### src/design/mfpgd_pkg.sv
package mfpgd_pkg;

    typedef struct packed {
        logic        flaga_bit;
        logic [7:0]  flagb_byte;
        logic        flagb_present;
        logic [15:0] pixel_word0;
        logic [15:0] pixel_word1;
        logic [1:0]  pixel_words_avail;
    } in_word_t;

    typedef struct packed {
        logic [31:0] group_data;
        logic [1:0]  pixel_words_used;
        logic [1:0]  status;
        logic        last_group;
    } out_word_t;

    // Per-group control carried from the front to the back.
    typedef struct packed {
        logic [1:0] status;
        logic       last;
        logic [1:0] used;
        logic [1:0] is_pix;
    } grp_ctrl_t;

    localparam logic [1:0] ST_OK     = 2'd0;
    localparam logic [1:0] ST_FORMAT = 2'd1;
    localparam logic [1:0] ST_TRUNC  = 2'd2;

    localparam int HIST_ROWS = 17;

    // Copy offsets per nibble code: horizontal in byte pairs, vertical in rows.
    localparam logic [2:0] BACK_DX [16] = '{
        3'd0, 3'd1, 3'd2, 3'd4, 3'd0, 3'd1, 3'd0, 3'd1,
        3'd2, 3'd0, 3'd1, 3'd2, 3'd0, 3'd1, 3'd2, 3'd0
    };
    localparam logic [4:0] BACK_DY [16] = '{
        5'd0, 5'd0, 5'd0, 5'd0, 5'd1, 5'd1, 5'd2, 5'd2,
        5'd2, 5'd4, 5'd4, 5'd4, 5'd8, 5'd8, 5'd8, 5'd16
    };

endpackage

### src/design/mfpgd_front.sv
module mfpgd_front #(
    parameter int MAX_ROW_BYTES = 1024,
    localparam int MAX_GROUPS   = MAX_ROW_BYTES / 4,
    localparam int GW           = (MAX_GROUPS > 1) ? $clog2(MAX_GROUPS) : 1,
    localparam int PAIRS        = MAX_ROW_BYTES / 2,
    localparam int AW           = $clog2(mfpgd_pkg::HIST_ROWS * PAIRS)
) (
    input  logic                  clk,
    input  logic                  rst_n,
    input  logic                  restart,
    input  logic [GW:0]           gpr_eff,
    input  logic [16:0]           rows_eff,
    input  logic                  in_valid,
    output logic                  in_stall,
    input  mfpgd_pkg::in_word_t   in_word,
    input  logic                  q_full,
    output logic                  q_push,
    output mfpgd_pkg::grp_ctrl_t  q_ctrl,
    output logic [1:0][15:0]      q_pix,
    output logic [1:0][AW-1:0]    q_rd,
    output logic [AW-1:0]         q_wr
);

    localparam int PW_L = $clog2(PAIRS);

    // Position counters for the next item to be accepted.
    logic [GW-1:0] g_reg, g_next;
    logic [15:0]   row_reg, row_next;
    logic [4:0]    slot_reg, slot_next;

    logic          acc, a_move, last_col, last_row;

    // Stage A: accepted item, flag row read in flight.
    logic                a_valid_reg;
    mfpgd_pkg::in_word_t a_item_reg;
    logic [GW-1:0]       a_g_reg;
    logic [15:0]         a_row_reg;
    logic [4:0]          a_slot_reg;
    logic                a_last_reg;
    logic [7:0]          a_mem_reg;
    logic                a_vbit_reg;
    logic                a_ovr_reg;
    logic [7:0]          a_ovr_val_reg;
    logic [7:0]          a_old;

    // Stage B: classification.
    logic                b_valid_reg;
    mfpgd_pkg::in_word_t b_item_reg;
    logic [GW-1:0]       b_g_reg;
    logic [15:0]         b_row_reg;
    logic [4:0]          b_slot_reg;
    logic                b_last_reg;
    logic [7:0]          b_old_reg, b_old_next;

    logic [1:0]          sticky_reg;
    logic [7:0]          flag_mem [MAX_GROUPS];
    logic [MAX_GROUPS-1:0] vbit_reg;

    logic                b_wr, b_restart, b_ok;
    logic [7:0]          b_flag;
    logic [1:0]          status;
    logic [1:0]          avail;
    logic [1:0]          pix;
    logic [3:0]          code [2];
    logic [GW:0]         dst [2];
    logic                fmt [2];
    logic                trunc0, trunc1, ftrunc;
    logic [5:0]          src_slot [2];
    logic [PW_L-1:0]     src_idx [2];

    assign b_wr      = q_push && (sticky_reg == mfpgd_pkg::ST_OK) && !ftrunc;
    assign b_restart = q_push && b_ok && b_last_reg;

    assign q_push   = b_valid_reg && !q_full;
    assign a_move   = a_valid_reg && (!b_valid_reg || q_push);
    assign in_stall = a_valid_reg && !a_move;
    assign acc      = in_valid && !in_stall;

    assign last_col = ({1'b0, g_reg} + (GW+1)'(1)) >= gpr_eff;
    assign last_row = ({1'b0, row_reg} + 17'd1) >= rows_eff;

    always_comb
    begin
        g_next    = g_reg;
        row_next  = row_reg;
        slot_next = slot_reg;
        if (acc)
        begin
            if (last_col && last_row)
            begin
                g_next    = '0;
                row_next  = '0;
                slot_next = '0;
            end
            else if (last_col)
            begin
                g_next    = '0;
                row_next  = row_reg + 16'd1;
                slot_next = (slot_reg == 5'(mfpgd_pkg::HIST_ROWS - 1)) ? 5'd0 : slot_reg + 5'd1;
            end
            else
            begin
                g_next = g_reg + GW'(1);
            end
        end
    end

    assign a_old = a_ovr_reg ? a_ovr_val_reg : (a_vbit_reg ? a_mem_reg : 8'd0);

    // An item moving into B misses the write of the item that B retires
    // at the same edge, so that write is forwarded here.
    always_comb
    begin
        if (b_restart)
            b_old_next = 8'd0;
        else if (b_wr && (b_g_reg == a_g_reg))
            b_old_next = b_flag;
        else
            b_old_next = a_old;
    end

    // Classification of the group in stage B.
    always_comb
    begin
        ftrunc = b_item_reg.flaga_bit && !b_item_reg.flagb_present;
        b_flag = b_old_reg ^ (b_item_reg.flaga_bit ? b_item_reg.flagb_byte : 8'd0);
        avail  = (b_item_reg.pixel_words_avail == 2'd3) ? 2'd2 : b_item_reg.pixel_words_avail;
        code[0] = b_flag[7:4];
        code[1] = b_flag[3:0];
        for (int h = 0; h < 2; h++)
        begin
            dst[h] = {b_g_reg, 1'(h)};
            pix[h] = (code[h] == 4'd0);
            fmt[h] = !pix[h] && ((row_reg_ext(b_row_reg) < 17'(mfpgd_pkg::BACK_DY[code[h]]))
                                 || (32'(dst[h]) < 32'(mfpgd_pkg::BACK_DX[code[h]])));
            if ({1'b0, b_slot_reg} >= 6'(mfpgd_pkg::BACK_DY[code[h]]))
                src_slot[h] = {1'b0, b_slot_reg} - 6'(mfpgd_pkg::BACK_DY[code[h]]);
            else
                src_slot[h] = {1'b0, b_slot_reg} + 6'(mfpgd_pkg::HIST_ROWS)
                              - 6'(mfpgd_pkg::BACK_DY[code[h]]);
            src_idx[h] = PW_L'(32'(dst[h]) - 32'(mfpgd_pkg::BACK_DX[code[h]]));
            q_rd[h]    = AW'(32'(src_slot[h]) * PAIRS + 32'(src_idx[h]));
        end
        trunc0 = pix[0] && (avail == 2'd0);
        trunc1 = pix[1] && ({1'b0, avail} <= ({2'b0, pix[0]}));

        priority if (sticky_reg != mfpgd_pkg::ST_OK) status = sticky_reg;
        else if (ftrunc)  status = mfpgd_pkg::ST_TRUNC;
        else if (trunc0)  status = mfpgd_pkg::ST_TRUNC;
        else if (fmt[0])  status = mfpgd_pkg::ST_FORMAT;
        else if (trunc1)  status = mfpgd_pkg::ST_TRUNC;
        else if (fmt[1])  status = mfpgd_pkg::ST_FORMAT;
        else              status = mfpgd_pkg::ST_OK;

        b_ok = (status == mfpgd_pkg::ST_OK);

        q_ctrl.status = status;
        q_ctrl.last   = b_ok && b_last_reg;
        q_ctrl.used   = b_ok ? ({1'b0, pix[0]} + {1'b0, pix[1]}) : 2'd0;
        q_ctrl.is_pix = pix;
        q_pix[0] = b_item_reg.pixel_word0;
        q_pix[1] = pix[0] ? b_item_reg.pixel_word1 : b_item_reg.pixel_word0;
        q_wr     = AW'(32'(b_slot_reg) * PAIRS + 32'(dst[0]));
    end

    function automatic logic [16:0] row_reg_ext(input logic [15:0] r);
        return {1'b0, r};
    endfunction

    always_ff @(posedge clk or negedge rst_n)
    begin
        if (!rst_n)
        begin
            g_reg       <= '0;
            row_reg     <= '0;
            slot_reg    <= '0;
            a_valid_reg <= 1'b0;
            b_valid_reg <= 1'b0;
            sticky_reg  <= mfpgd_pkg::ST_OK;
            vbit_reg    <= '0;
        end
        else if (restart)
        begin
            g_reg       <= '0;
            row_reg     <= '0;
            slot_reg    <= '0;
            a_valid_reg <= 1'b0;
            b_valid_reg <= 1'b0;
            sticky_reg  <= mfpgd_pkg::ST_OK;
            vbit_reg    <= '0;
        end
        else
        begin
            g_reg    <= g_next;
            row_reg  <= row_next;
            slot_reg <= slot_next;
            if (acc)
                a_valid_reg <= 1'b1;
            else if (a_move)
                a_valid_reg <= 1'b0;
            if (a_move)
                b_valid_reg <= 1'b1;
            else if (q_push)
                b_valid_reg <= 1'b0;
            if (q_push && (sticky_reg == mfpgd_pkg::ST_OK) && !b_ok)
                sticky_reg <= status;
            if (b_restart)
                vbit_reg <= '0;
            else if (b_wr)
                vbit_reg[b_g_reg] <= 1'b1;
        end
    end

    always_ff @(posedge clk)
    begin
        if (acc)
        begin
            a_item_reg    <= in_word;
            a_g_reg       <= g_reg;
            a_row_reg     <= row_reg;
            a_slot_reg    <= slot_reg;
            a_last_reg    <= last_col && last_row;
            a_vbit_reg    <= vbit_reg[g_reg];
            a_ovr_reg     <= b_restart || (b_wr && (b_g_reg == g_reg));
            a_ovr_val_reg <= b_restart ? 8'd0 : b_flag;
        end
        if (a_move)
        begin
            b_item_reg <= a_item_reg;
            b_g_reg    <= a_g_reg;
            b_row_reg  <= a_row_reg;
            b_slot_reg <= a_slot_reg;
            b_last_reg <= a_last_reg;
            b_old_reg  <= b_old_next;
        end
    end

    always_ff @(posedge clk)
    begin
        if (acc)
            a_mem_reg <= flag_mem[g_reg];
        if (b_wr)
            flag_mem[b_g_reg] <= b_flag;
    end

`ifndef SYNTH
    a_sticky_code: assert property (@(posedge clk) disable iff (!rst_n)
        sticky_reg != 2'd3)
        else $error("sticky error holds an undefined code");
    a_sticky_holds: assert property (@(posedge clk) disable iff (!rst_n)
        (sticky_reg != mfpgd_pkg::ST_OK) && !restart |=> $stable(sticky_reg))
        else $error("sticky error changed without a restart");
`endif

endmodule

### config.mk
export PLATFORM = sky130hd
export DESIGN_NAME = mfpgd_front
export DESIGN_NICKNAME = d
export VERILOG_FILES = /design/src/design/mfpgd_pkg.sv /design/src/design/mfpgd_front.sv
export SDC_FILE = /design/constraint.sdc
export NUM_CORES = 2
export LEC_CHECK = 0
export BUFFER_PORTS_ARGS = -buffer_cell sky130_fd_sc_hd__buf_2
export CAP_MARGIN = 20
export CORE_ASPECT_RATIO = 0.5
export CORE_MARGIN = 8
export CORE_UTILIZATION = 45
export DETAILED_ROUTE_END_ITERATION = 8
export GPL_TIMING_DRIVEN = 0
export SYNTH_ARGS = -nofsm -noshare
export SYNTH_HDL_FRONTEND = slang
export SYNTH_SLANG_ARGS = --single-unit
### constraint.sdc
create_clock -name clk -period 17.7 [get_ports clk]
set_input_delay 2.655 -clock clk [delete_from_list [all_inputs] [get_ports clk]]
set_output_delay 2.655 -clock clk [all_outputs]
set_load 0.005 [all_outputs]
==> flow_metrics.py <==
metrics = {
    "clock_tree": {
        "cts_hold_buf": 0,
        "clock_sinks": 2511,
        "root_buffer": "clkbuf_16",
        "clk_latency_ns": 0.87,
        "post_cts_buffers": 0,
        "clkSlewWorstSetupHoldPaths_ns": 0.07,
        "htree_levels": 4,
        "clk_path_buf_depth": 4,
        "cts_tree": "built",
        "cts-buffers-inserted": 227,
        "cts.repair.resized": 0,
    },
    "run": {
        "drv_cap": 0,
    },
    "routing": {
        "num_vias": 54410,
        "drc": 0,
        "drt-initial-drc-count": 6951,
        "postRouteAntennaNets": 0,
        "totalWireLength_mm": 278.8,
        "viasPerCell": 6.053,
        "wl_per_cell_microns": 31.01,
        "drt_pass1_iterations": 6,
    },
    "layout": {
        "layout.nets": 5963,
        "area_growth_pct": 12.94,
        "final_common_cell": "edfxtp_1",
        "drive_gt1_frac": 0.2094,
        "final_cell_mix": "edfxtp_1, nor2_1, mux4_2",
        "stdcell_area_sq_mm": 0.1123,
        "largest_reg_flops": 2048,
    },
    "critical_path": {
        "r2r_end": "row_reg[14]$_DFFE_PN0P_",
        "worstSetupPathType": "flip-flop to output port",
        "cp-end-kind": "output port",
        "crit_arrival_ns": 5.81,
        "r2r_slack_ns": 10.62,
        "crit_required_ns": 15.05,
        "slowest_stage": "or4_1",
        "max_stage_delay_ns": 0.49,
        "critPathMaxFanout": 54,
        "timing.rr.start": "g_reg[1]$_DFFE_PN0P_",
        "setup.worst_path.start_class": "flip-flop",
        "ff2ff_path_depth": 17,
        "cp_cell_sequence": "buf_4, buf_6, nand2_1, xor2_1, inv_1, clkbuf_4, nand3b_1, a21oi_1, a21o_1, ha_1, fa_1, nand4_1, nand4b_1, a211oi_1, nor4_2, or4_1, clkbuf_1, nor3_1, buf_2",
    },
    "global_route": {
        "grt_max_degree": 165,
        "gr-total-overflow": 0,
        "grt_first_pass_wirelength_mm": 395.9,
        "first_global_vias": 54444,
        "antenna_found_initial": 14,
        "grtUsageTotal": 0.2303,
    },
    "timing": {
        "fin_crit_sh": 0.4781,
        "holdWs_ns": 0.4121,
        "hold_violations": 0,
        "tightest_slew_ns": 1.209,
        "drv_slew": 0,
        "setup_viol": 0,
        "max-slew-margin-rel": 0.1916,
        "min_period_ns": 8.462,
        "grt_setup_unrepaired": "no",
        "skew_ns": 0.04108,
        "fmax_ghz": 0.1182,
    },
    "power_and_ir_drop": {
        "clock_power_share": 0.397,
        "p_leak_uw": 0.03708,
        "seq_power_share": 0.531,
        "combPwrFrac": 0.072,
        "worst_ir_drop_vdd_mv": 0.07654,
        "p_int_uw": 9575,
        "powerDensity_mw_per_mm2": 109.9,
        "p_total_uw": 12340,
        "power.switching_uw": 2762,
        "switching_share": 0.2239,
    },
    "floorplan": {
        "ios": 158,
        "initial_core_util": 0.4510,
        "num_rows": 122,
        "dieHeight_microns": 348.4,
        "coreArea_sq_mm": 0.2204,
        "die_area_sq_mm": 0.2371,
        "die-width_microns": 680.7,
    },
    "logic_synthesis": {
        "synth_edf_count": 2222,
        "synth.area.mux_share": 0.1299,
        "synth_top_family_by_area": "multiplexers",
        "syn-num-nets": 5524,
        "synth-compound-area-share": 0.04442,
        "syn-instance-count": 5381,
        "yosysWarnings": 0,
        "yosysTopAreaCell": "edfxtp_1",
        "synth_area_leaders": "edfxtp_1, mux4_2, dfrtp_1, nor2_1, a22oi_1",
        "synth_ff_type": "edfxtp_1",
        "syn_area_sq_mm": 0.09941,
        "synthAdderAreaFrac": 0.009112,
        "synth_seq_cells": 2511,
        "async_flop_share": 0.1151,
        "ys_types": 83,
        "yosys.area.top_type_share": 0.6712,
        "syn_area_per_cell_sq_um": 18.48,
        "synth-simple-area-share": 0.04798,
        "synthXorXnorAreaFrac": 0.007111,
        "yosysSeqAreaShare": 0.7439,
    },
    "placement": {
        "io_buffers": 156,
        "dp_hpwl_mm": 188.1,
        "gp_congestion": 0.9361,
        "place_area_sq_mm": 0.1050,
    },
    "outcome": {
        "status": "completed",
    },
    "min_path": {
        "worstHoldPathCells": 0,
        "hp-start": "a_slot_reg[2]$_DFFE_PP_",
        "min_to": "b_slot_reg[2]$_DFFE_PP_",
        "hold_class": "flip-flop to flip-flop",
    },
}
==> power by group through the flow <==
| stage | sequential (uW) | combinational, uW | clock [uW] |
|---|---|---|---|
| finish | 6550 | 885 | 4900 |
| global route | 6550 | 932 | 5170 |
| CTS | 6550 | 885 | 4950 |
| detailed placement | 6670 | 883 | 0 |
| global placement | 6760 | 827 | 0 |
| floorplan | 6700 | 493 | 0 |
==> routing by layer <==
metal	track usage	part of all wire	vias up
met1	0.3239	0.40	28866
li1	-	-	22354
met5	0	0.00013	-
met4	0.06627	0.033	6
met3	0.05377	0.099	511
met2	0.3616	0.46	2673
==> stage by stage <==
stage / cells / setup slack [ns] / utilization / setup TNS [ns]
6_report: 8989 / 9.238 / 0.5094 / 0
3_5_place_dp: 8562 / 10.15 / 0.4762 / 0
2_1_floorplan: 5381 / 3.533 / - / 0
3_3_place_gp: 8513 / -8.372 / 0.4715 / -2498.54
5_1_grt: 8985 / 8.877 / 0.5093 / 0
4_1_cts: 8979 / 9.227 / 0.5091 / 0
==> layout make-up <==
| type | count | area, sq um |
|---|---|---|
| repair buffers | 210 | 1804 |
| inverters | 66 | 295.3 |
| diodes | 5 | 12.51 |
| clock buffers | 302 | 6166 |
| multi-input cells | 2482 | 23730 |
| clock inverters | 115 | 1080 |
| fillers | 17770 | 108100 |
| plain buffers | 322 | 1513 |
| flip-flops and latches | 2511 | 73960 |
| well taps | 2976 | 3724 |
==> worst max-delay path: cells and delay by family, from the launching register on <==
| family | cells | cell delay, ns |
|---|---|---|
| buf+inv | 6 | 1.25 |
| compound gates | 3 | 0.62 |
| xor+xnor | 1 | 0.42 |
| simple gates | 7 | 1.53 |
| fa+ha+maj | 2 | 0.70 |
| flops | 1 | 0.45 |
==> how the worst max path moves through the flow <==
| stage | from | endpoint | cells after the start |
|---|---|---|---|
| after floorplan | b_item_reg[43]$_DFFE_PP_ | q_ctrl[2] | 12 |
| after global placement | b_item_reg[43]$_DFFE_PP_ | q_ctrl[4] | 13 |
| after detailed placement | b_item_reg[43]$_DFFE_PP_ | q_ctrl[3] | 19 |
| after CTS | b_item_reg[43]$_DFFE_PP_ | q_ctrl[4] | 19 |
| after global routing | b_item_reg[43]$_DFFE_PP_ | q_ctrl[4] | 19 |
| final | b_item_reg[43]$_DFFE_PP_ | q_ctrl[4] | 19 |
==> logic make-up after synthesis <==
kind of cell,Yosys count
flops,2511
simple gates,1145
compound gates,593
mux,592
buf+inv,388
xor+xnor,79
fa+ha+maj,72
other cells,1
==> Yosys cell counts (66+ instances only) <==
cell type,count
clkbuf_1,176
a22oi_1,125
mux4_2,558
ha_1,66
dfrtp_1,289
nor2_1,785
edfxtp_1,2222
a221oi_1,82
nand2_1,146
a21oi_1,88
buf_2,82
a22o_1,84
Power figures use the tool's default switching activity.
