File: config.mk
export PLATFORM = sky130hd
export DESIGN_NAME = mfpgd_queue
export DESIGN_NICKNAME = d
export VERILOG_FILES = /design/src/design/mfpgd_queue.sv
export SDC_FILE = /design/constraint.sdc
export NUM_CORES = 1
export LEC_CHECK = 0
export BUFFER_PORTS_ARGS = -buffer_cell sky130_fd_sc_hd__clkbuf_2
export CAP_MARGIN = 20
export CORE_MARGIN = 2
export CORE_UTILIZATION = 55
export CTS_CLUSTER_DIAMETER = 80
export CTS_CLUSTER_SIZE = 14
export DETAILED_ROUTE_END_ITERATION = 10
export GPL_TIMING_DRIVEN = 0
export PLACE_DENSITY = 0.77
export SYNTH_ARGS = -nofsm -noshare
export SYNTH_HDL_FRONTEND = slang
export SYNTH_SLANG_ARGS = --single-unit
File: constraint.sdc
create_clock -name clk -period 1.8 [get_ports clk]
set_input_delay 0.09 -clock clk [delete_from_list [all_inputs] [get_ports clk]]
set_output_delay 0.09 -clock clk [all_outputs]
set_load 0.01 [all_outputs]
File: src/design/mfpgd_queue.sv
module mfpgd_queue #(
    parameter int W = 8
) (
    input  logic         clk,
    input  logic         rst_n,
    input  logic         push,
    input  logic [W-1:0] push_data,
    output logic         full,
    input  logic         pop,
    output logic         not_empty,
    output logic [W-1:0] head
);

    localparam int DEPTH = 4;
    localparam int IW    = $clog2(DEPTH);

    logic [W-1:0]  data_reg [DEPTH];
    logic [IW-1:0] wr_ptr_reg, rd_ptr_reg;
    logic [IW:0]   count_reg;

    assign full      = (count_reg == (IW+1)'(DEPTH));
    assign not_empty = (count_reg != '0);
    assign head      = data_reg[rd_ptr_reg];

    always_ff @(posedge clk or negedge rst_n)
    begin
        if (!rst_n)
        begin
            wr_ptr_reg <= '0;
            rd_ptr_reg <= '0;
            count_reg  <= '0;
        end
        else
        begin
            if (push)
                wr_ptr_reg <= wr_ptr_reg + IW'(1);
            if (pop)
                rd_ptr_reg <= rd_ptr_reg + IW'(1);
            if (push && !pop)
                count_reg <= count_reg + (IW+1)'(1);
            else if (pop && !push)
                count_reg <= count_reg - (IW+1)'(1);
        end
    end

    always_ff @(posedge clk)
    begin
        if (push)
            data_reg[wr_ptr_reg] <= push_data;
    end

`ifndef SYNTH
    a_no_overflow: assert property (@(posedge clk) disable iff (!rst_n)
        !(push && full))
        else $error("queue written while full");
    a_no_underflow: assert property (@(posedge clk) disable iff (!rst_n)
        !(pop && !not_empty))
        else $error("queue read while empty");
`endif

endmodule

==> results of run 1 <==
-- layout make-up --
cell class	count	area share [%]
flip-flops and latches	39	60.0
multi-input cells	31	20.1
repair buffers	31	10.8
clock inverters	2	3.17
clock buffers	6	2.18
well taps	31	2.05
plain buffers	2	0.859
inverters	4	0.793
-- layout by cell type (no fill, tap or decap) --
master,Yosys,routed
clkbuf_1,0,1
buf_2,1,1
o21ai_0,1,1
xor2_1,4,4
dlygate4sd3_1,0,10
dfrtp_1,7,7
or3_1,1,1
mux4_2,8,8
nand2_1,2,2
nor3b_1,1,1
ha_1,5,5
and2_1,4,4
inv_1,4,4
mux2_2,1,1
fa_1,1,1
xnor2_1,2,2
clkbuf_4,0,5
nor2_1,1,1
edfxtp_1,32,32
buf_6,1,1
clkbuf_2,0,21
bufinv_16,0,2
-- power groups by stage --
stage	Clock, W	Combinational [W]	Sequential (W)
6_report	0.000705	0.000883	0.00131
5_1_grt	0.000770	0.000970	0.00133
4_1_cts	0.000724	0.000911	0.00131
3_5_place_dp	0	0.000887	0.00133
3_3_place_gp	0	0.000852	0.00131
2_1_floorplan	0	0.000620	0.00130
-- path summary, 6_finish.rpt --
path	cells past startpoint	endpoint	from
max	3	head[7]	rd_ptr_reg[0]
min	2	wr_ptr_reg[0]	push
max reg2reg	4	count_reg[2]	count_reg[0]
min reg2reg	1	count_reg[2]	count_reg[2]
max in group asynchronous	2	wr_ptr_reg[1]	rst_n
min in group asynchronous	2	rd_ptr_reg[1]	rst_n
-- what timing repair did --
action	4_1_cts	5_1_grt
hold buffers	10	0
endpoints found under the hold margin	40	0
gates resized for setup	0	0
-- per-layer routing --
layer	up-vias	GRT usage, %	wire length, um
met3	8	7.26	100
li1	366	-	-
met4	0	8.31	82
met2	20	24.6	1110
met1	356	23.3	1060
met5	-	0	0
-- stage by stage --
step	std cells	utilization [%]	worst slack [ns]	hold WS, ns
3_3_place_gp	128	62.5	0.409	-0.0680
2_1_floorplan	76	-	0.488	-0.206
6_report	146	69.9	0.143	0.0270
5_1_grt	146	69.9	0.0792	0.0349
3_5_place_dp	128	62.5	0.354	-0.0617
4_1_cts	146	69.9	0.122	0.0140
-- logic make-up after synthesis --
family                     count (synthesis)
AOI/OAI and AO/OA                          1
xor gates and xnor gates                   6
adders and majority gates                  6
buffers and inverters                      6
DFF                                       39
muxes                                      9
and+or+nand+nor                            9
==> impl_results.md, run 1 <==
* Dpl cell area at ~0.0017 mm^2
* Kind of critical path: register to primary output
* Clock Power Share at approximately 24%
* Leakage Power at ~0.73 nW
* Count of warnings emitted by yosys at 0
* Final setup fails at 0
* RSZ-0062 raised after global routing: false
* CTS tree: yes
* Number of port buffers at 21
* FF+latch count, synth at 39
* Max Slew Vio Count at 0
* Setup repair bufs after CTS at 0
* Final Critical Period at between 1.5 and 2 ns
* DR vias at 750
* Synth area leader: edfxtp_1
* Htree depth at 2
* Main area contributors after synthesis: edfxtp_1 62%, mux4_2 12%, dfrtp_1 11%
* Max Fclk at 603 MHz
* Worst path top cell family by delay: multiplexers
* CTS clock-pin slew for the worst setup and hold paths at about 0.11 ns
* NetSw at between 0.0008 and 0.0009 W
* Status: finished, final reports clean
* Synth Cell Area at about 0.0015 mm^2
* Avg WL per Cell at between 15 and 20 um
* Post-DP HPWL at ~1.5 mm
* Vias per cell at between 5 and 6
* Site Rows at 19
* Antenna violations before repair at 0
* Placer congestion estimate at between 0.6 and 0.7
* GRT Resource Usage Total at 17.3%
* Multi-input gate area at approximately 380 um^2
* First-pass GRT wire length at between 3 and 4 mm
* Die Ht at between 50 and 60 um
* Number of diodes at 0
* Die width at around 57 um
* Buf/Inv on CP at 2
* Worst min path class: input port to register
* Grt ovf at 0
* CTS buffer count at 5
* Max transition margin at 72.2%
* Hold Fails Final Rpt at 0
* Endpoint type of the worst setup path: primary output
* Crit-path slowest cell: mux4_2
* Skew final at 0.00543 ns
* Synth Area per Inst at between 20 and 25 um^2
* Crit-path cells: buf_6 -> mux4_2 -> clkbuf_2
* Seq/Total Area, Yosys at approximately three quarters
* FILL cells at around 200
* Vias in the first global route at 800
* Top Ports at 22
* Worst slew pin tran at roughly 0.42 ns
* Number of synthesized flops with an enable pin at 32
* CP Max Fanout at 10
* Worst R2R Setup Slack at slightly below 0.4 ns
* Max FFs per register at 32
* Arr. time, crit path at around 1.6 ns
* Root Buffer: clkbuf_4
* Overall Power at between 0.002 and 0.003 W
* Max Cap Viol at 0
* Fin area at 0.00189 mm^2
* Cell internal pwr at 0.00208 W
* Core area at 0.00271 mm^2
* CP required at about 1.7 ns
* Synth top area share at 62.0%
* Die area at 0.00326 mm^2
* Switching part of the total power at around 28%
* CTS sink cnt at 39
* Initial Utilization at approximately 57%
* Compound-Gate Fraction of Synth Area at less than 1%
* Count leader, synth: edfxtp_1
* Synth Area in Simple Gates at 3.23%
* Commonest cells in the netlist: 32 x edfxtp_1, 8 x mux4_2, 7 x dfrtp_1, 5 x ha_1
* Maximum clock path buffer count at 2
* CP startpoint kind: register
* Clk Latency, worst-skew pair at roughly 0.33 ns
* PD cells at between 1500 and 2000 mW/mm^2
* Area Overhead vs Synth at 22.3%
* Largest family of logic cells by synthesized area: multiplexers
* Fin nets at between 100 and 150
* Layout cells sized above 1 at ~34%
* Reg area at 0.00114 mm^2
* Combinational share of power at roughly 31%
* Final critical-path share of the clock period at between 90 and 100%
* Gate Count Post-Synth at 76
* Xor/xnor share of the synthesized area at 3.39%
* Synth cell types at 17
* DRC at 0
* Routed Antenna Nets at 0
* Syn_nets at 94
* Routed WL at approximately 2.4 mm
* DRT iter0 DRCs at 17
* Synth Flop Type: edfxtp_1
* Async SR Flop Fraction at 17.9%
* Number of iterations in the first detailed-routing pass at 4
* Max VDD drop at between 1500 and 2000 uV
* Flop pwr share at a little under half
* TNS Setup at 0 ns
* Multiplexer share of the synthesized area at approximately an eighth
* Pin count of the biggest net entering global routing at 13
* Fraction of the mapped netlist area in adder cells at 5.33%
* Worst path max stage delay at roughly 0.55 ns
(Power assumes the default switching activity.)
==> run 2, diff against run 1 <==
--- a/config.mk
+++ b/config.mk
@@ -8,12 +8,12 @@
 export BUFFER_PORTS_ARGS = -buffer_cell sky130_fd_sc_hd__clkbuf_2
 export CAP_MARGIN = 20
 export CORE_MARGIN = 2
-export CORE_UTILIZATION = 55
+export CORE_UTILIZATION = 50
 export CTS_CLUSTER_DIAMETER = 80
 export CTS_CLUSTER_SIZE = 14
 export DETAILED_ROUTE_END_ITERATION = 10
 export GPL_TIMING_DRIVEN = 0
-export PLACE_DENSITY = 0.77
+export PLACE_DENSITY = 0.74
 export SYNTH_ARGS = -nofsm -noshare
 export SYNTH_HDL_FRONTEND = slang
 export SYNTH_SLANG_ARGS = --single-unit
==> constraint.sdc (replaced) <==
create_clock -name clk -period 1.4 [get_ports clk]
set_input_delay 0.07 -clock clk [delete_from_list [all_inputs] [get_ports clk]]
set_output_delay 0.07 -clock clk [all_outputs]
set_load 0.01 [all_outputs]
==> run 2 against run 1 <==
- the run now ends with negative setup slack left
- non-clock buffer count increased by 5
- clock skew decreased by 0.0024 ns
- cell area about the same
- largest cell class unchanged
- combinational power increased by 36%
- routed wire length increased by 5.5%
- sequential share of layout area about the same
- first-iteration DRC count unchanged
- clock power decreased by 24%
- die area increased by 9.3%
- sequential power increased by 29%
- cell count increased by 4.8%
- via count increased by 4.9%
- largest power group unchanged
==> impl_results.md, run 2 (same netlist as run 1, synthesis figures left out) <==
* Max Slew Vio Count at 0
* Layout cells sized above 1 at 38.3%
* Die width at 59.7 um
* Most common cell after layout, fill and taps aside: edfxtp_1
* Number of diodes at 0
* Die Ht at roughly 60 um
* Clock Power Share at between 15 and 20%
* CTS sink cnt at 39
* DRC at 0
* Leakage Power at 0.732 nW
* GRT Resource Usage Total at between 10% and 20%
* Final setup fails at 8
* Pin count of the biggest net entering global routing at 12
* Worst min path class: input port to register
* CP startpoint kind: register
* Final Critical Period at approximately 1.6 ns
* Max transition margin at 83.2%
* PD cells at approximately 1800 mW/mm^2
* Endpoint type of the worst setup path: primary output
* Arr. time, crit path at 1.53 ns
* Antenna violations before repair at 0
* CP Max Fanout at 5
* Crit-path slowest cell: mux4_2
* Avg WL per Cell at 16.2 um
* Site Rows at 20
* Number of iterations in the first detailed-routing pass at 4
* CTS tree: yes
* Most frequent cells in the layout: 32 x edfxtp_1, 20 x clkbuf_2, 12 x dlygate4sd3_1
* Cell internal pwr at 0.00238 W
* Final WS setup at -0.199 ns
* Final hold slack at between 0.02 and 0.03 ns
* Die area at between 0.003 and 0.004 mm^2
* Skew final at between 0.003 and 0.004 ns
* Status: complete, but fails checks
* NetSw at between 0.001 and 0.0015 W
* Max FFs per register at 32
* Fin nets at approximately 140
* Final critical-path share of the clock period at 114%
* First-pass GRT wire length at 3.97 mm
* Failing checks: negative setup slack
* Clk Latency, worst-skew pair at approximately 0.34 ns
* Kind of critical path: register to primary output
* Worst slew pin tran at approximately 0.25 ns
* Worst path top cell family by delay: multiplexers
* Routed WL at between 2 and 2.5 mm
* Worst path max stage delay at a little over 0.5 ns
* Flop pwr share at 49.3%
* CP required at 1.33 ns
* Number of port buffers at 21
* Htree depth at 2
* Vias per cell at just over 5
* Maximum clock path buffer count at 2
* Root Buffer: clkbuf_4
* DRT iter0 DRCs at 17
* Switching part of the total power at around 30%
* Pre-CTS WS at -0.0354 ns
* Hold Fails Final Rpt at 0
* Max Fclk at about 630 MHz
* Placer congestion estimate at between 0.6 and 0.7
* Area Overhead vs Synth at 22.4%
* Top Ports at 22
* RSZ-0062 raised after global routing: true
* Routed Antenna Nets at 0
* Initial Utilization at about half
* CTS buffer count at 5
* CTS clock-pin slew for the worst setup and hold paths at roughly 0.10 ns
* Vias in the first global route at 848
* Overall Power at ~0.0034 W
* Crit-path cells: buf_6 -> mux4_2 -> clkbuf_2
* Core area at approximately 0.003 mm^2
* DR vias at a little under 800
* Grt ovf at 0
* Max VDD drop at about 860 uV
* Post-DP HPWL at around 1.5 mm
* Buf/Inv on CP at 2
* Combinational share of power at 35.1%
* Max Cap Viol at 0
-- run 2: stage by stage --
stage               cell area (um^2)  std cells  setup TNS [ns]  utilization, %
floorplan                       1550         76               0               -
global placement                1700        130               0            56.5
detailed placement              1700        130          -0.280            56.5
CTS                             1890        153           -1.74            62.9
global route                    1900        153           -2.11            63.1
finish                          1900        153           -1.51            63.1
-- run 2: path summary, 6_finish.rpt --
kind                       depth (start not counted)           from       endpoint  slack, ns
max in group asynchronous                          2          rst_n   count_reg[2]       1.13
setup / recovery                                   3  rd_ptr_reg[0]        head[4]      -0.20
hold reg to reg                                    1   count_reg[2]   count_reg[2]       0.51
setup reg to reg                                   4   count_reg[0]   count_reg[2]       0.07
hold / removal                                     3           push  wr_ptr_reg[1]       0.03
min in group asynchronous                          2          rst_n  rd_ptr_reg[1]       0.11
-- run 2: area by class of cell --
type	instances	area (um^2)
flip-flops and latches	39	1140
fillers	240	1110
multi-input cells	31	389
repair buffers	36	248
clock buffers	7	45.0
well taps	33	41.3
plain buffers	2	16.3
inverters	4	15.0
clock inverters	1	5.00
-- run 2: per-layer routing --
layer	part of all wire (%)	track usage (%)
met5	0	0
met4	2.1	8.57
met3	5.0	7.14
met2	53	27.3
met1	40	19.4
-- run 2: worst register-to-register path, cell delays in order, from the launching register on --
cell	delay [ns]
dfrtp_1	0.44
fa_2	0.40
xor2_1	0.16
nor2_1	0.12
xor2_1	0.14
-- run 2: what timing repair did --
action	CTS	global route
buffers inserted	2	0
pin swaps	0	2
hold buffers	12	0
setup endpoints to repair	17	35
gates cloned	1	0
resized for setup	2	5
hold endpoints to repair	42	0
-- run 2: power groups by stage --
| stage | clock, W | combinational (W) | sequential [W] |
|---|---|---|---|
| 4_1_cts | 0.000565 | 0.00121 | 0.00169 |
| 3_3_place_gp | 0 | 0.00110 | 0.00169 |
| 5_1_grt | 0.000609 | 0.00133 | 0.00171 |
| 3_5_place_dp | 0 | 0.00111 | 0.00171 |
| 2_1_floorplan | 0 | 0.000797 | 0.00167 |
| 6_report | 0.000534 | 0.00120 | 0.00169 |
==> run 3, diff against run 2 <==
==> constraint.sdc (replaced) <==
create_clock -name clk -period 1.4 [get_ports clk]
set_input_delay 0.28 -clock clk [delete_from_list [all_inputs] [get_ports clk]]
set_output_delay 0.28 -clock clk [all_outputs]
set_load 0.01 [all_outputs]
==> run 3 against run 2 <==
- the run still ends with negative setup slack left
- sequential share of layout area increased by 2.7 points
- cell count decreased by 5.9%
- critical path depth unchanged
- fmax decreased by 12%
- utilization decreased by 2.7 points
- critical endpoint unchanged
- largest cell class unchanged
- largest power group unchanged
==> impl_results.md, run 3 (same netlist as run 1, synthesis figures left out) <==
* Status: complete, but fails checks
* Failing checks: negative setup slack
* DRC at 0
* RSZ-0062 raised after global routing: true
* CP Max Fanout at 5
* Layout cells sized above 1 at roughly 44%
* First-pass GRT wire length at 3.82 mm
* Crit-path slowest cell: mux4_2
* Arr. time, crit path at around 1.6 ns
* CP required at 1.12 ns
* Hold Fails Final Rpt at 0
* Endpoint type of the worst setup path: primary output
* Top Ports at 22
* Vias per cell at roughly 5.2
* CTS buffer count at 5
* Most common cell after layout, fill and taps aside: edfxtp_1
* Crit-path cells: buf_6 -> mux4_2 -> clkbuf_2
* Final WS setup at -0.426 ns
* Vias in the first global route at just under 800
* Die width at between 50 and 60 um
* Worst min path class: input port to register
* CTS clock-pin slew for the worst setup and hold paths at 0.11 ns
* CTS sink cnt at 39
* Max transition margin at 83.4%
* Max Cap Viol at 0
* R2R Path Start: count_reg[0]
* PD cells at between 1500 and 2000 mW/mm^2
* Most frequent cells in the layout: 32 x edfxtp_1, 20 x clkbuf_2, 8 x mux4_2
* Worst R2R Setup Slack at 0.04 ns
* Skew final at about 0.0049 ns
* Maximum clock path buffer count at 2
* Area Overhead vs Synth at 17.0%
* Hold depth at 1
* Fin nets at between 100 and 150
* Sink of the worst hold path: data_reg[0][4]
* GRT Resource Usage Total at 16.5%
* Routed Antenna Nets at 0
* CP startpoint kind: register
* Htree depth at 2
* Max Slew Vio Count at 0
* Max VDD drop at 873 uV
* Cells on worst reg2reg path at 5
* Antenna violations before repair at 0
* Root Buffer: clkbuf_4
* Routed WL at 2.43 mm
* Worst path top cell family by delay: multiplexers
* DR vias at 750
* Hold Crit Start: push_data[4]
* Worst slew pin tran at around 0.25 ns
* Kind of critical path: register to primary output
* Site Rows at 20
* Final critical-path share of the clock period at 130%
* Avg WL per Cell at about 17 um
* Pre-CTS WS at -0.197 ns
* Post-DP HPWL at approximately 1.5 mm
* Number of diodes at 0
* Clk Latency, worst-skew pair at ~0.34 ns
* Placer congestion estimate at roughly 0.6
* Buf/Inv on CP at 2
* Die area at around 0.0036 mm^2
* Max FFs per register at 32
* Final hold slack at approximately 0.15 ns
* Final setup fails at 10
* Max Fclk at between 500 and 600 MHz
* DRT iter0 DRCs at 19
* CTS tree: yes
* Number of port buffers at 21
* Initial Utilization at roughly half
* Die Ht at approximately 60 um
* Grt ovf at 0
* Pin count of the biggest net entering global routing at 12
* Core area at about 0.0030 mm^2
* Number of iterations in the first detailed-routing pass at 4
* Leakage Power at 0.701 nW
* Worst path max stage delay at roughly 0.50 ns
* Final Critical Period at 1.83 ns
* Critical R2R Capture: count_reg[2]
==> run 3: what timing repair did <==
action | in CTS | in global routing
setup endpoints to repair | 18 | 36
cloned | 1 | 0
gates resized for setup | 4 | 6
buffers inserted | 3 | 1
pin swaps | 1 | 4
endpoints found under the hold margin | 7 | 0
hold buffers | 1 | 0
==> run 3: per-stage QoR <==
stage	utilization [%]	TNS [ns]	instances	instance area [um^2]	total power (W)
6_report	60.4	-3.47	144	1810	0.00347
5_1_grt	60.4	-4.19	144	1810	0.00370
4_1_cts	59.8	-3.72	143	1800	0.00348
3_5_place_dp	56.5	-0.852	130	1700	0.00282
3_3_place_gp	56.5	-0.495	130	1700	0.00279
2_1_floorplan	-	0	76	1550	0.00247
==> run 3: final cells by class <==
cell class	count	area (um^2)
buffer	2	16.3
clock buffer	7	45.0
clock inverter	1	5.00
fill	244	1190
inverter	4	15.0
multi-input combinational	31	394
sequential	39	1140
tap	33	41.3
timing repair buffer	27	160
==> run 3: worst max path at each step <==
stage                              from           end  slack [ns]  cells past startpoint
after detailed placement           push  count_reg[2]       -0.20                      7
final                     rd_ptr_reg[0]       head[4]       -0.43                      3
after CTS                 rd_ptr_reg[0]       head[3]       -0.44                      3
after global placement             push  count_reg[2]       -0.14                      7
after global routing      rd_ptr_reg[0]       head[3]       -0.50                      3
after floorplan                     pop  count_reg[2]        0.04                      7
==> run 3: per-layer routing <==
metal,wire length (um),vias to the layer above,global-route usage [%]
li1,-,358,-
met1,1020,367,19.5
met2,1250,18,25.6
met3,111,7,7.14
met4,53,0,8.57
met5,0,-,0
==> run 3: power breakdown <==
part,internal [W],switching (W)
Sequential,0.00155,0.000136
Combinational,0.000666,0.000584
Clock,0.000196,0.000338
